**src/rtl/mnp_pkg.sv**
```systemverilog
package mnp_pkg;

    localparam int CHANNELS    = 16;
    localparam int NOTES       = 128;
    localparam int TIME_BITS   = 32;
    localparam int TABLE_DEPTH = NOTES * CHANNELS;
    localparam int IDX_W       = $clog2(TABLE_DEPTH);

    localparam int QUEUE_DEPTH = 2;
    localparam int QPTR_W      = (QUEUE_DEPTH > 1) ? $clog2(QUEUE_DEPTH) : 1;
    localparam int QCNT_W      = $clog2(QUEUE_DEPTH + 1);

    typedef enum logic [2:0] {
        KIND_NOTE_ON,
        KIND_NOTE_OFF,
        KIND_PROGRAM,
        KIND_SET_TEMPO,
        KIND_OTHER,
        KIND_TRACK_START,
        KIND_UNDEF6,
        KIND_UNDEF7
    } kind_t;

    typedef enum logic [2:0] {
        OP_TIME,
        OP_OPEN,
        OP_CLOSE,
        OP_PROGRAM,
        OP_TEMPO,
        OP_TRACK_START
    } op_t;

    typedef struct packed {
        op_t              op;
        logic [27:0]      delta;
        logic [IDX_W-1:0] idx;
        logic [6:0]       note;
        logic [3:0]       chan;
        logic [6:0]       vel;
        logic [6:0]       prog;
        logic [23:0]      tempo;
    } cmd_t;

endpackage

```
**src/rtl/mnp_queue.sv**
```systemverilog
module mnp_queue (
    input  logic           clk,
    input  logic           rst_n,
    input  logic           push,
    input  mnp_pkg::cmd_t  push_cmd,
    output logic           full,
    input  logic           pop,
    output logic           head_valid,
    output mnp_pkg::cmd_t  head
);
    import mnp_pkg::*;

    cmd_t              entry_reg [QUEUE_DEPTH];
    logic [QPTR_W-1:0] wr_ptr_reg, wr_ptr_next;
    logic [QPTR_W-1:0] rd_ptr_reg, rd_ptr_next;
    logic [QCNT_W-1:0] count_reg, count_next;

    assign full       = count_reg == QCNT_W'(QUEUE_DEPTH);
    assign head_valid = count_reg != '0;
    assign head       = entry_reg[rd_ptr_reg];

    always_comb
    begin
        wr_ptr_next = wr_ptr_reg;
        rd_ptr_next = rd_ptr_reg;
        count_next  = count_reg;
        if (push)
        begin
            wr_ptr_next = (wr_ptr_reg == QPTR_W'(QUEUE_DEPTH - 1)) ? '0 : wr_ptr_reg + 1'b1;
        end
        if (pop)
        begin
            rd_ptr_next = (rd_ptr_reg == QPTR_W'(QUEUE_DEPTH - 1)) ? '0 : rd_ptr_reg + 1'b1;
        end
        case ({push, pop})
            2'b10:   count_next = count_reg + 1'b1;
            2'b01:   count_next = count_reg - 1'b1;
            default: count_next = count_reg;
        endcase
    end

    always_ff @(posedge clk or negedge rst_n)
    begin
        if (!rst_n)
        begin
            wr_ptr_reg <= '0;
            rd_ptr_reg <= '0;
            count_reg  <= '0;
        end
        else
        begin
            wr_ptr_reg <= wr_ptr_next;
            rd_ptr_reg <= rd_ptr_next;
            count_reg  <= count_next;
        end
    end

    always_ff @(posedge clk)
    begin
        if (push)
        begin
            entry_reg[wr_ptr_reg] <= push_cmd;
        end
    end

endmodule

```
**config.mk**
```make
export PLATFORM = sky130hd
export DESIGN_NAME = mnp_queue
export DESIGN_NICKNAME = d
export VERILOG_FILES = /design/src/rtl/mnp_pkg.sv /design/src/rtl/mnp_queue.sv
export SDC_FILE = /design/constraint.sdc
export NUM_CORES = 1
export LEC_CHECK = 0
export ABC_AREA = 0
export BUFFER_PORTS_ARGS = -buffer_cell sky130_fd_sc_hd__buf_2
export CAP_MARGIN = 5
export CORE_AREA = 4 4 119 121
export DETAILED_ROUTE_END_ITERATION = 10
export DIE_AREA = 0 0 123 125
export PLACE_DENSITY = 0.94
export SETUP_SLACK_MARGIN = 0.4
export SYNTH_ARGS = -nofsm -noshare
export SYNTH_HDL_FRONTEND = slang
export SYNTH_SLANG_ARGS = --single-unit
```
**constraint.sdc**
```tcl
create_clock -name clk -period 10.3 [get_ports clk]
set_clock_uncertainty 0.2 [all_clocks]
set_input_delay 1.03 -clock clk [delete_from_list [all_inputs] [get_ports clk]]
set_output_delay 1.03 -clock clk [all_outputs]
set_load 0.02 [all_outputs]
```
==> results.yml <==
floorplan:
  io_pins: 188
  die-area_mm2: 0.01538
  core_mm2: 0.01309
  start_util: 0.5467
  fp.dieW_um: 123
  die_h_um: 125
  num_rows: 42
setup_path:
  worstSetupPathType: "reg2out"
  critPathTopFamily: "flip-flops"
  critPathCaptureType: "primary output"
  r2r-end: "entry_reg[1][5]$_DFFE_PP_"
  required_ns: 9.07
  critPathMaxFanout: 49
  worstPathCellList: "buf_4 -> mux2_2 -> buf_2"
  path_buf_inv: 2
  worstReg2RegStart: "wr_ptr_reg$_DFFE_PN0P_"
  setup.worst_path.start_class: "register"
  rrSetupSlack_ns: 8.23
  cp_slowest_stage_delay_ns: 0.99
  slowest_stage: "dfrtp_4"
  critPathArrivalTime_ns: 2.74
  reg2regPathDepth: 1
  path_depth: 3
timing:
  slew-limit-headroom: 0.1958
  fmax_ghz: 0.2519
  tightest_slew_ns: 1.206
  hold-worst-slack_ns: 0.2137
  slew_violations: 0
  fin_crit_ns: 3.971
  setup_violations: 0
  finalHoldViolCount: 0
  post-route-period-util: 0.3855
  grt_setup_unrepaired: "false"
  setup_tns_ns: 0
finish:
  final_area_mm2: 0.008728
  area_growth_pct: 22.02
  largest_reg_flops: 182
  drive_gt1_frac: 0.6067
  nets: 594
  antenna_cells: 0
  fill_cells: 864
routing:
  drc: 0
  vias_per_cell: 5.076
  totalWireLength_um: 12560
  drt-initial-drc-count: 172
  num_vias: 3487
  dr.pass1.iters: 4
  wire_per_inst_um: 18.29
  detail-route-antenna-nets: 0
synth:
  syn_inst: 299
  ys_ff_latch: 186
  syn_avg_cell_area_um2: 23.92
  synth_nets: 395
  ys_types: 15
  syn_area_mm2: 0.007153
  seq_area_frac_synth: 0.7780
  ys_warn_count: 0
clock_network:
  cts_sinks: 186
  cts_tree: "built"
  clock_path_buffers: 2
  cts_max_level: 4
  worst_skew_pair.late_latency_ns: 0.41
  cts_setup_buffers: 0
  clkTransAtPathRegs_ns: 0.06
  cts-hold-fix-buffers: 0
  cts_buffers: 17
  clock_tree.root_cell: "clkbuf_16"
  cts-resized-gates: 0
power:
  p_leak_nw: 3.518
  seqPwrFrac: 0.435
  pwr-share-comb: 0.324
  swShare: 0.3113
  clkPwrFrac: 0.242
  p_int_mw: 1.739
  power_mw: 2.525
  power_density_mw_per_mm2: 289.3
  switchingPower_mw: 0.7859
  ir_drop_mv: 0.2277
min_path:
  min_path_type: "in2async"
global_routing:
  grt_first_pass_wirelength_um: 19220
  gr-total-overflow: 0
  grt_usage: 0.1661
  grt_pass1_vias: 3796
  antenna_found_initial: 0
  grt_max_degree: 92
run:
  drv_cap: 0
place:
  placed_area_mm2: 0.008169
  dp_hpwl_um: 8493
  routabilityCongestion: 0.7034
  portBuffers: 187
outcome:
  status: "complete, no violations"
==> area by class of cell <==
class | count | area (µm²) | area share
flip-flops and latches | 186 | 5569 | 0.6380
clock buffers | 18 | 429.2 | 0.04917
repair buffers | 190 | 958.4 | 0.1098
clock inverters | 14 | 130.1 | 0.01491
multi-input cells | 102 | 1418 | 0.1624
well taps | 176 | 220.2 | 0.02523
inverters | 1 | 3.754 | 0.0004300
==> synth_stat cells (all sizes together) <==
library cell  number  area (µm²)
ha                 1       12.51
mux2              91        1325
dfrtp              4       100.1
buf               10       176.4
xnor2              2       17.52
inv                1       3.750
edfxtp           182        5465
nor2               2       7.510
or2                1       6.260
xor2               3       26.28
nor2b              1       6.260
and2               1       6.260
==> stage by stage <==
step,utilization,setup slack (ns),cells
3_3_place_gp,0.6243,6.737,655
4_1_cts,0.6670,6.220,687
5_1_grt,0.6670,6.142,687
6_report,0.6670,6.329,687
3_5_place_dp,0.6243,6.687,655
2_1_floorplan,-,4.654,299
==> cell usage in the layout (no fill, tap or decap), drive strengths merged <==
cell and count:
and2 1, buf 190, bufinv 2, clkbuf 18, clkinv 10, clkinvlp 1, dfrtp 4, edfxtp 182
ha 1, inv 2, mux2 91, nor2 2, nor2b 1, or2 1, xnor2 2, xor2 3
==> how the worst max path moves through the flow <==
stage | start | to
2_1_floorplan | push | entry_reg[0][0]$_DFFE_PP_
3_3_place_gp | rd_ptr_reg$_DFFE_PN0P_ | head[69]
3_5_place_dp | rd_ptr_reg$_DFFE_PN0P_ | head[69]
4_1_cts | rd_ptr_reg$_DFFE_PN0P_ | head[69]
5_1_grt | rd_ptr_reg$_DFFE_PN0P_ | head[69]
6_report | rd_ptr_reg$_DFFE_PN0P_ | head[69]
==> kinds of logic (layout without fill, tap and decap cells) <==
| family | Yosys count | in the layout | synth area share |
|---|---|---|---|
| AND/OR/NAND/NOR | 5 | 5 | 0.003675 |
| multiplexers | 91 | 91 | 0.1852 |
| buffers and inverters | 11 | 223 | 0.02519 |
| flip-flops | 186 | 186 | 0.7780 |
| adder cells (fa/ha/maj) | 1 | 1 | 0.001749 |
| XOR/XNOR | 5 | 5 | 0.006123 |
==> per-layer routing <==
metal	vias to the layer above	routed length, µm	track usage
met3	22	944	0.05149
met5	-	0	0
met1	1742	4755	0.1889
li1	1581	-	-
met2	142	6563	0.2843
met4	0	299	0.07752
==> power groups by stage <==
stage	sequential [mW]	clock [mW]	combinational, mW
CTS	1.10	0.625	0.831
detailed placement	1.12	0	0.827
finish	1.10	0.610	0.817
floorplan	1.06	0	0.705
global route	1.11	0.661	0.865
global placement	1.10	0	0.810
No activity file was read; power rests on OpenSTA's default activity.
