[src/rtl/mnp_pkg.sv]
package mnp_pkg;

    localparam int CHANNELS    = 16;
    localparam int NOTES       = 128;
    localparam int TIME_BITS   = 32;
    localparam int TABLE_DEPTH = NOTES * CHANNELS;
    localparam int IDX_W       = $clog2(TABLE_DEPTH);

    localparam int QUEUE_DEPTH = 2;
    localparam int QPTR_W      = (QUEUE_DEPTH > 1) ? $clog2(QUEUE_DEPTH) : 1;
    localparam int QCNT_W      = $clog2(QUEUE_DEPTH + 1);

    typedef enum logic [2:0] {
        KIND_NOTE_ON,
        KIND_NOTE_OFF,
        KIND_PROGRAM,
        KIND_SET_TEMPO,
        KIND_OTHER,
        KIND_TRACK_START,
        KIND_UNDEF6,
        KIND_UNDEF7
    } kind_t;

    typedef enum logic [2:0] {
        OP_TIME,
        OP_OPEN,
        OP_CLOSE,
        OP_PROGRAM,
        OP_TEMPO,
        OP_TRACK_START
    } op_t;

    typedef struct packed {
        op_t              op;
        logic [27:0]      delta;
        logic [IDX_W-1:0] idx;
        logic [6:0]       note;
        logic [3:0]       chan;
        logic [6:0]       vel;
        logic [6:0]       prog;
        logic [23:0]      tempo;
    } cmd_t;

endpackage

[src/rtl/mnp_ifs.sv]
interface mnp_event_if;
    logic        valid;
    logic        ready;
    logic [2:0]  kind;
    logic [27:0] delta_ticks;
    logic        data_present;
    logic [6:0]  note_number;
    logic [6:0]  velocity;
    logic [3:0]  channel;
    logic [6:0]  program_req;
    logic [23:0] tempo_value;
    logic [7:0]  meta_length;

    modport source (
        output valid, kind, delta_ticks, data_present, note_number, velocity,
               channel, program_req, tempo_value, meta_length,
        input  ready
    );
    modport sink (
        input  valid, kind, delta_ticks, data_present, note_number, velocity,
               channel, program_req, tempo_value, meta_length,
        output ready
    );
endinterface


[src/rtl/mnp_front.sv]
module mnp_front (
    mnp_event_if.sink      evt,
    input  logic [7:0]     track_number,
    input  logic           queue_full,
    output logic           push,
    output mnp_pkg::cmd_t  cmd
);
    import mnp_pkg::*;

    localparam logic [7:0] TEMPO_META_LEN   = 8'd3;

    logic chan_ok;

    assign evt.ready = !queue_full;
    assign push      = evt.valid && !queue_full;
    assign chan_ok   = {1'b0, evt.channel} < 5'(CHANNELS);

    always_comb
    begin
        cmd.op    = OP_TIME;
        cmd.delta = evt.delta_ticks;
        cmd.idx   = IDX_W'(int'(evt.note_number) * CHANNELS + int'(evt.channel));
        cmd.note  = evt.note_number;
        cmd.chan  = evt.channel;
        cmd.vel   = evt.velocity;
        cmd.prog  = evt.program_req;
        cmd.tempo = evt.tempo_value;
        case (evt.kind)
            KIND_NOTE_ON, KIND_NOTE_OFF:
            begin
                if (chan_ok)
                begin
                    if (evt.kind == KIND_NOTE_ON && evt.data_present && evt.velocity != 7'd0)
                    begin
                        cmd.op = OP_OPEN;
                    end
                    else if (evt.kind == KIND_NOTE_OFF || evt.data_present)
                    begin
                        cmd.op = OP_CLOSE;
                    end
                end
            end
            KIND_PROGRAM:
            begin
                if (evt.data_present)
                begin
                    cmd.op = OP_PROGRAM;
                end
            end
            KIND_SET_TEMPO:
            begin
                if (track_number == 8'd0 && evt.meta_length == TEMPO_META_LEN)
                begin
                    cmd.op = OP_TEMPO;
                end
            end
            KIND_TRACK_START:
            begin
                cmd.op = OP_TRACK_START;
            end
            default:
            begin
                cmd.op = OP_TIME;
            end
        endcase
    end

endmodule

[src/flat_wrapper.sv]
// flat-port wrapper written by rule: the top's interface ports become plain ports
module mnp_front_flat import mnp_pkg::*;
  (track_number, queue_full, push, cmd, evt_valid, evt_kind, evt_delta_ticks, evt_data_present, evt_note_number, evt_velocity, evt_channel, evt_program_req, evt_tempo_value, evt_meta_length, evt_ready);
  mnp_event_if evt_i ();
  input  logic [7:0] track_number;
  input  logic queue_full;
  output logic push;
  output mnp_pkg::cmd_t cmd;
  input wire logic [$bits(evt_i.valid)-1:0] evt_valid;
  input wire logic [$bits(evt_i.kind)-1:0] evt_kind;
  input wire logic [$bits(evt_i.delta_ticks)-1:0] evt_delta_ticks;
  input wire logic [$bits(evt_i.data_present)-1:0] evt_data_present;
  input wire logic [$bits(evt_i.note_number)-1:0] evt_note_number;
  input wire logic [$bits(evt_i.velocity)-1:0] evt_velocity;
  input wire logic [$bits(evt_i.channel)-1:0] evt_channel;
  input wire logic [$bits(evt_i.program_req)-1:0] evt_program_req;
  input wire logic [$bits(evt_i.tempo_value)-1:0] evt_tempo_value;
  input wire logic [$bits(evt_i.meta_length)-1:0] evt_meta_length;
  output wire logic [$bits(evt_i.ready)-1:0] evt_ready;
  assign evt_i.valid = evt_valid;
  assign evt_i.kind = evt_kind;
  assign evt_i.delta_ticks = evt_delta_ticks;
  assign evt_i.data_present = evt_data_present;
  assign evt_i.note_number = evt_note_number;
  assign evt_i.velocity = evt_velocity;
  assign evt_i.channel = evt_channel;
  assign evt_i.program_req = evt_program_req;
  assign evt_i.tempo_value = evt_tempo_value;
  assign evt_i.meta_length = evt_meta_length;
  assign evt_ready = evt_i.ready;
  mnp_front u_core (.evt(evt_i), .track_number(track_number), .queue_full(queue_full), .push(push), .cmd(cmd));
endmodule
[config.mk]
export PLATFORM = sky130hd
export DESIGN_NAME = mnp_front_flat
export DESIGN_NICKNAME = d
export VERILOG_FILES = /design/src/rtl/mnp_pkg.sv /design/src/rtl/mnp_ifs.sv /design/src/rtl/mnp_front.sv /design/src/flat_wrapper.sv
export SDC_FILE = /design/constraint.sdc
export NUM_CORES = 1
export LEC_CHECK = 0
export ABC_AREA = 0
export ABC_CLOCK_PERIOD_IN_PS = 800
export BUFFER_PORTS_ARGS = -buffer_cell sky130_fd_sc_hd__buf_2
export CORE_AREA = 2 2 73 75
export DETAILED_ROUTE_END_ITERATION = 8
export DIE_AREA = 0 0 75 77
export GPL_TIMING_DRIVEN = 0
export SLEW_MARGIN = 15
export SYNTH_ARGS = -nofsm -noshare
export SYNTH_HDL_FRONTEND = slang
export SYNTH_SLANG_ARGS = --single-unit
[constraint.sdc]
create_clock -name vclk -period 0.8
set_input_delay 0 -clock vclk [all_inputs]
set_output_delay 0 -clock vclk [all_outputs]
set_load 0.02 [all_outputs]
==> flow_summary_export.csv <==
group,metric,value,unit
final_layout,multi_input_area,157.7,µm²
drt,first_iter_violations,6,
yosys,synth.area.top_cells,"buf_4 84%, nor4b_1 2.2%, nor2_1 1.4%, or4_4 1.4%, nor3_1 1.3%",
final_layout,fill_cells,550,
critical_path,cpPeakStageDelay,0.54,ns
critical_path,cp.arrival,1.04,ns
critical_path,crit_top_cell,"buf_6",
timing,holdWs,0.2171,ns
hold_path,min_to,"cmd[24]",
yosys,synth_nets,208,
clock_tree,cts_setup_buffers,0,
yosys,ys_seq_area_share,0,%
floorplanning,coreArea,0.004977,mm²
place,place_congestion,0.6971,
final_layout,finalNetCount,332,
timing,fin_ws,-0.2357,ns
floorplanning,chipHeight,77,µm
final_layout,regArea,0,µm²
status,status,"finished with violations",
power,ir_worst_vdd,0.2908,mV
drt,viasPerCell,3.402,
hold_path,min_path_cells,2,
power,clockPowerShare,0,%
critical_path,cp_max_fo,2,
drt,wl_per_cell,8.542,µm
hold_path,hp-start,"evt_program_req[0]",
power,p_comb_share,100.0,%
yosys,syn_inst,109,
final_layout,n_antenna_cell,0,
yosys,yosysWarnings,0,
critical_path,cpMaxStageDelayCell,"or4_4",
critical_path,start_kind,"primary input",
yosys,ys_types,17,
global_routing,grt_overflow_total,0,
global_routing,antenna_found_initial,0,
timing,maxSlewViolCount,0,
critical_path,crit_buf_inv,2,
yosys,postSynthAreaPerCell,7.209,µm²
timing,tns,-0.4669,ns
timing,finalHoldViolCount,0,
timing,maxSlewHeadroom,85.98,%
yosys,synth_top_area_share,84.08,%
critical_path,worstSetupEndpointType,"primary output",
global_routing,grt_pass1_wl,3.360,mm
critical_path,path_class,"in2out",
drt,drc_errors,0,
final_layout,synthToLayoutAreaGrowth,99.04,%
place,post-place-ws,-0.2786,ns
floorplanning,die-width,75,µm
power,p_int,521.8,µW
timing,rsz0062_at_grt,"true",
timing,period_minus_slack,1.036,ns
run,maxCapViolCount,0,
drt,wl,2.571,mm
power,p_sw,498.9,µW
yosys,syn_area,785.8,µm²
floorplanning,initial_core_util,15.79,%
critical_path,cp_cell_sequence,"buf_6 -> or4_4 -> o21ai_2 -> o211a_1 -> buf_6",
power,seq_power_share,0,%
global_routing,grt_usage,6.826,%
floorplanning,rows,26,
power,swShare,48.88,%
timing,tightest_slew,0.2088,ns
drt,postRouteAntennaNets,0,
place,port_buffers,122,
clock_tree,postCtsHoldBufs,0,
yosys,synth_top_cell_by_area,"buf_4",
critical_path,path_delay_family,"simple AND/OR/NAND/NOR gates",
timing,fmax,0.9655,GHz
critical_path,required,0.80,ns
timing,post-route-period-util,129.5,%
drt,num_vias,1024,
final_layout,drive_above_1_share,93.51,%
floorplanning,ios,192,
final_layout,nFlopsAndLatches,0,
global_routing,grt_max_degree,7,
place,place_hpwl,2.424,mm
final_layout,nClkBuffers,0,
power,power_leakage,0.9646,nW
global_routing,grt_pass1_vias,896,
floorplanning,dieArea,0.005775,mm²
timing,setup_viol,2,
drt,firstDrtPassIters,4,
status,violations,"negative setup slack",
power,pwr_density_cell,652.6,mW/mm²
hold_path,min-delay-path-class,"in2out",
==> synthesized netlist by cell type <==
master,count
nand3_1,1
nand2_1,1
nand4_1,1
o211a_1,1
nor4_1,1
or4_4,1
o21ai_1,1
nor2_1,3
nand3b_1,1
nor2b_1,1
a21oi_1,1
nor3_1,2
or3_1,1
nor4b_1,2
buf_4,88
inv_1,1
o21ai_0,2
==> per-stage QoR <==
stage | area (µm²) | instances | util [%] | power, mW
6_report | 1564 | 301 | 31.42 | 1.021
5_1_grt | 1564 | 301 | 31.42 | 1.088
4_1_cts | 1538 | 301 | 30.89 | 1.017
3_5_place_dp | 1484 | 301 | 29.81 | 0.9910
3_3_place_gp | 1484 | 301 | 29.81 | 0.9843
2_1_floorplan | 785.8 | 109 | - | 0.6885
==> cells by family (layout without fill, tap and decap cells) <==
family | after synthesis | count (layout) | share of synthesized area (%)
buffers and inverters | 89 | 211 | 84.55
and+or+nand+nor | 15 | 15 | 11.63
AOI/OAI and AO/OA | 5 | 5 | 3.821
==> what timing repair did <==
item                                    CTS  global route
gates resized for setup                  10             5
endpoints found under the setup margin    3             3
pin swaps                                 7             2
==> routing by layer <==
layer  track usage (%)  part of all wire (%)  vias up
li1                  -                     -      504
met1             6.808                    29      412
met2             15.00                    53      108
met3            0.5256                    17        0
met4                 0                     0        0
met5                 0                     0        -
==> final cells by class <==
class	count	share of cell area [%]
Inverter	1	0.2400
Timing Repair Buffer	122	41.84
Buffer	88	42.24
Multi-Input combinational cell	20	10.08
Tap cell	70	5.600
==> power by group through the flow <==
stage               clock network, mW  registers, mW  logic, mW
CTS                                 0              0       1.02
global placement                    0              0      0.984
floorplan                           0              0      0.688
detailed placement                  0              0      0.991
finish                              0              0       1.02
global route                        0              0       1.09
==> worst max path at each step <==
| stage | start | end | slack (ns) | cells after the start |
|---|---|---|---|---|
| finish | evt_velocity[2] | cmd[89] | -0.24 | 5 |
| global route | evt_velocity[2] | cmd[89] | -0.28 | 5 |
| CTS | evt_velocity[6] | cmd[89] | -0.26 | 5 |
| detailed placement | evt_velocity[2] | cmd[88] | -0.28 | 5 |
| global placement | evt_velocity[2] | cmd[88] | -0.27 | 5 |
| floorplan | evt_velocity[2] | cmd[89] | -0.08 | 3 |
==> cells in the final DEF, fill, tap and decap left out, types with 2 or more instances in the layout <==
cell / instances
nor4b_2: 2
buf_4: 89
buf_6: 5
nor2_1: 3
buf_2: 115
o21ai_1: 2
Note: power is estimated with default switching activity, not from simulation.
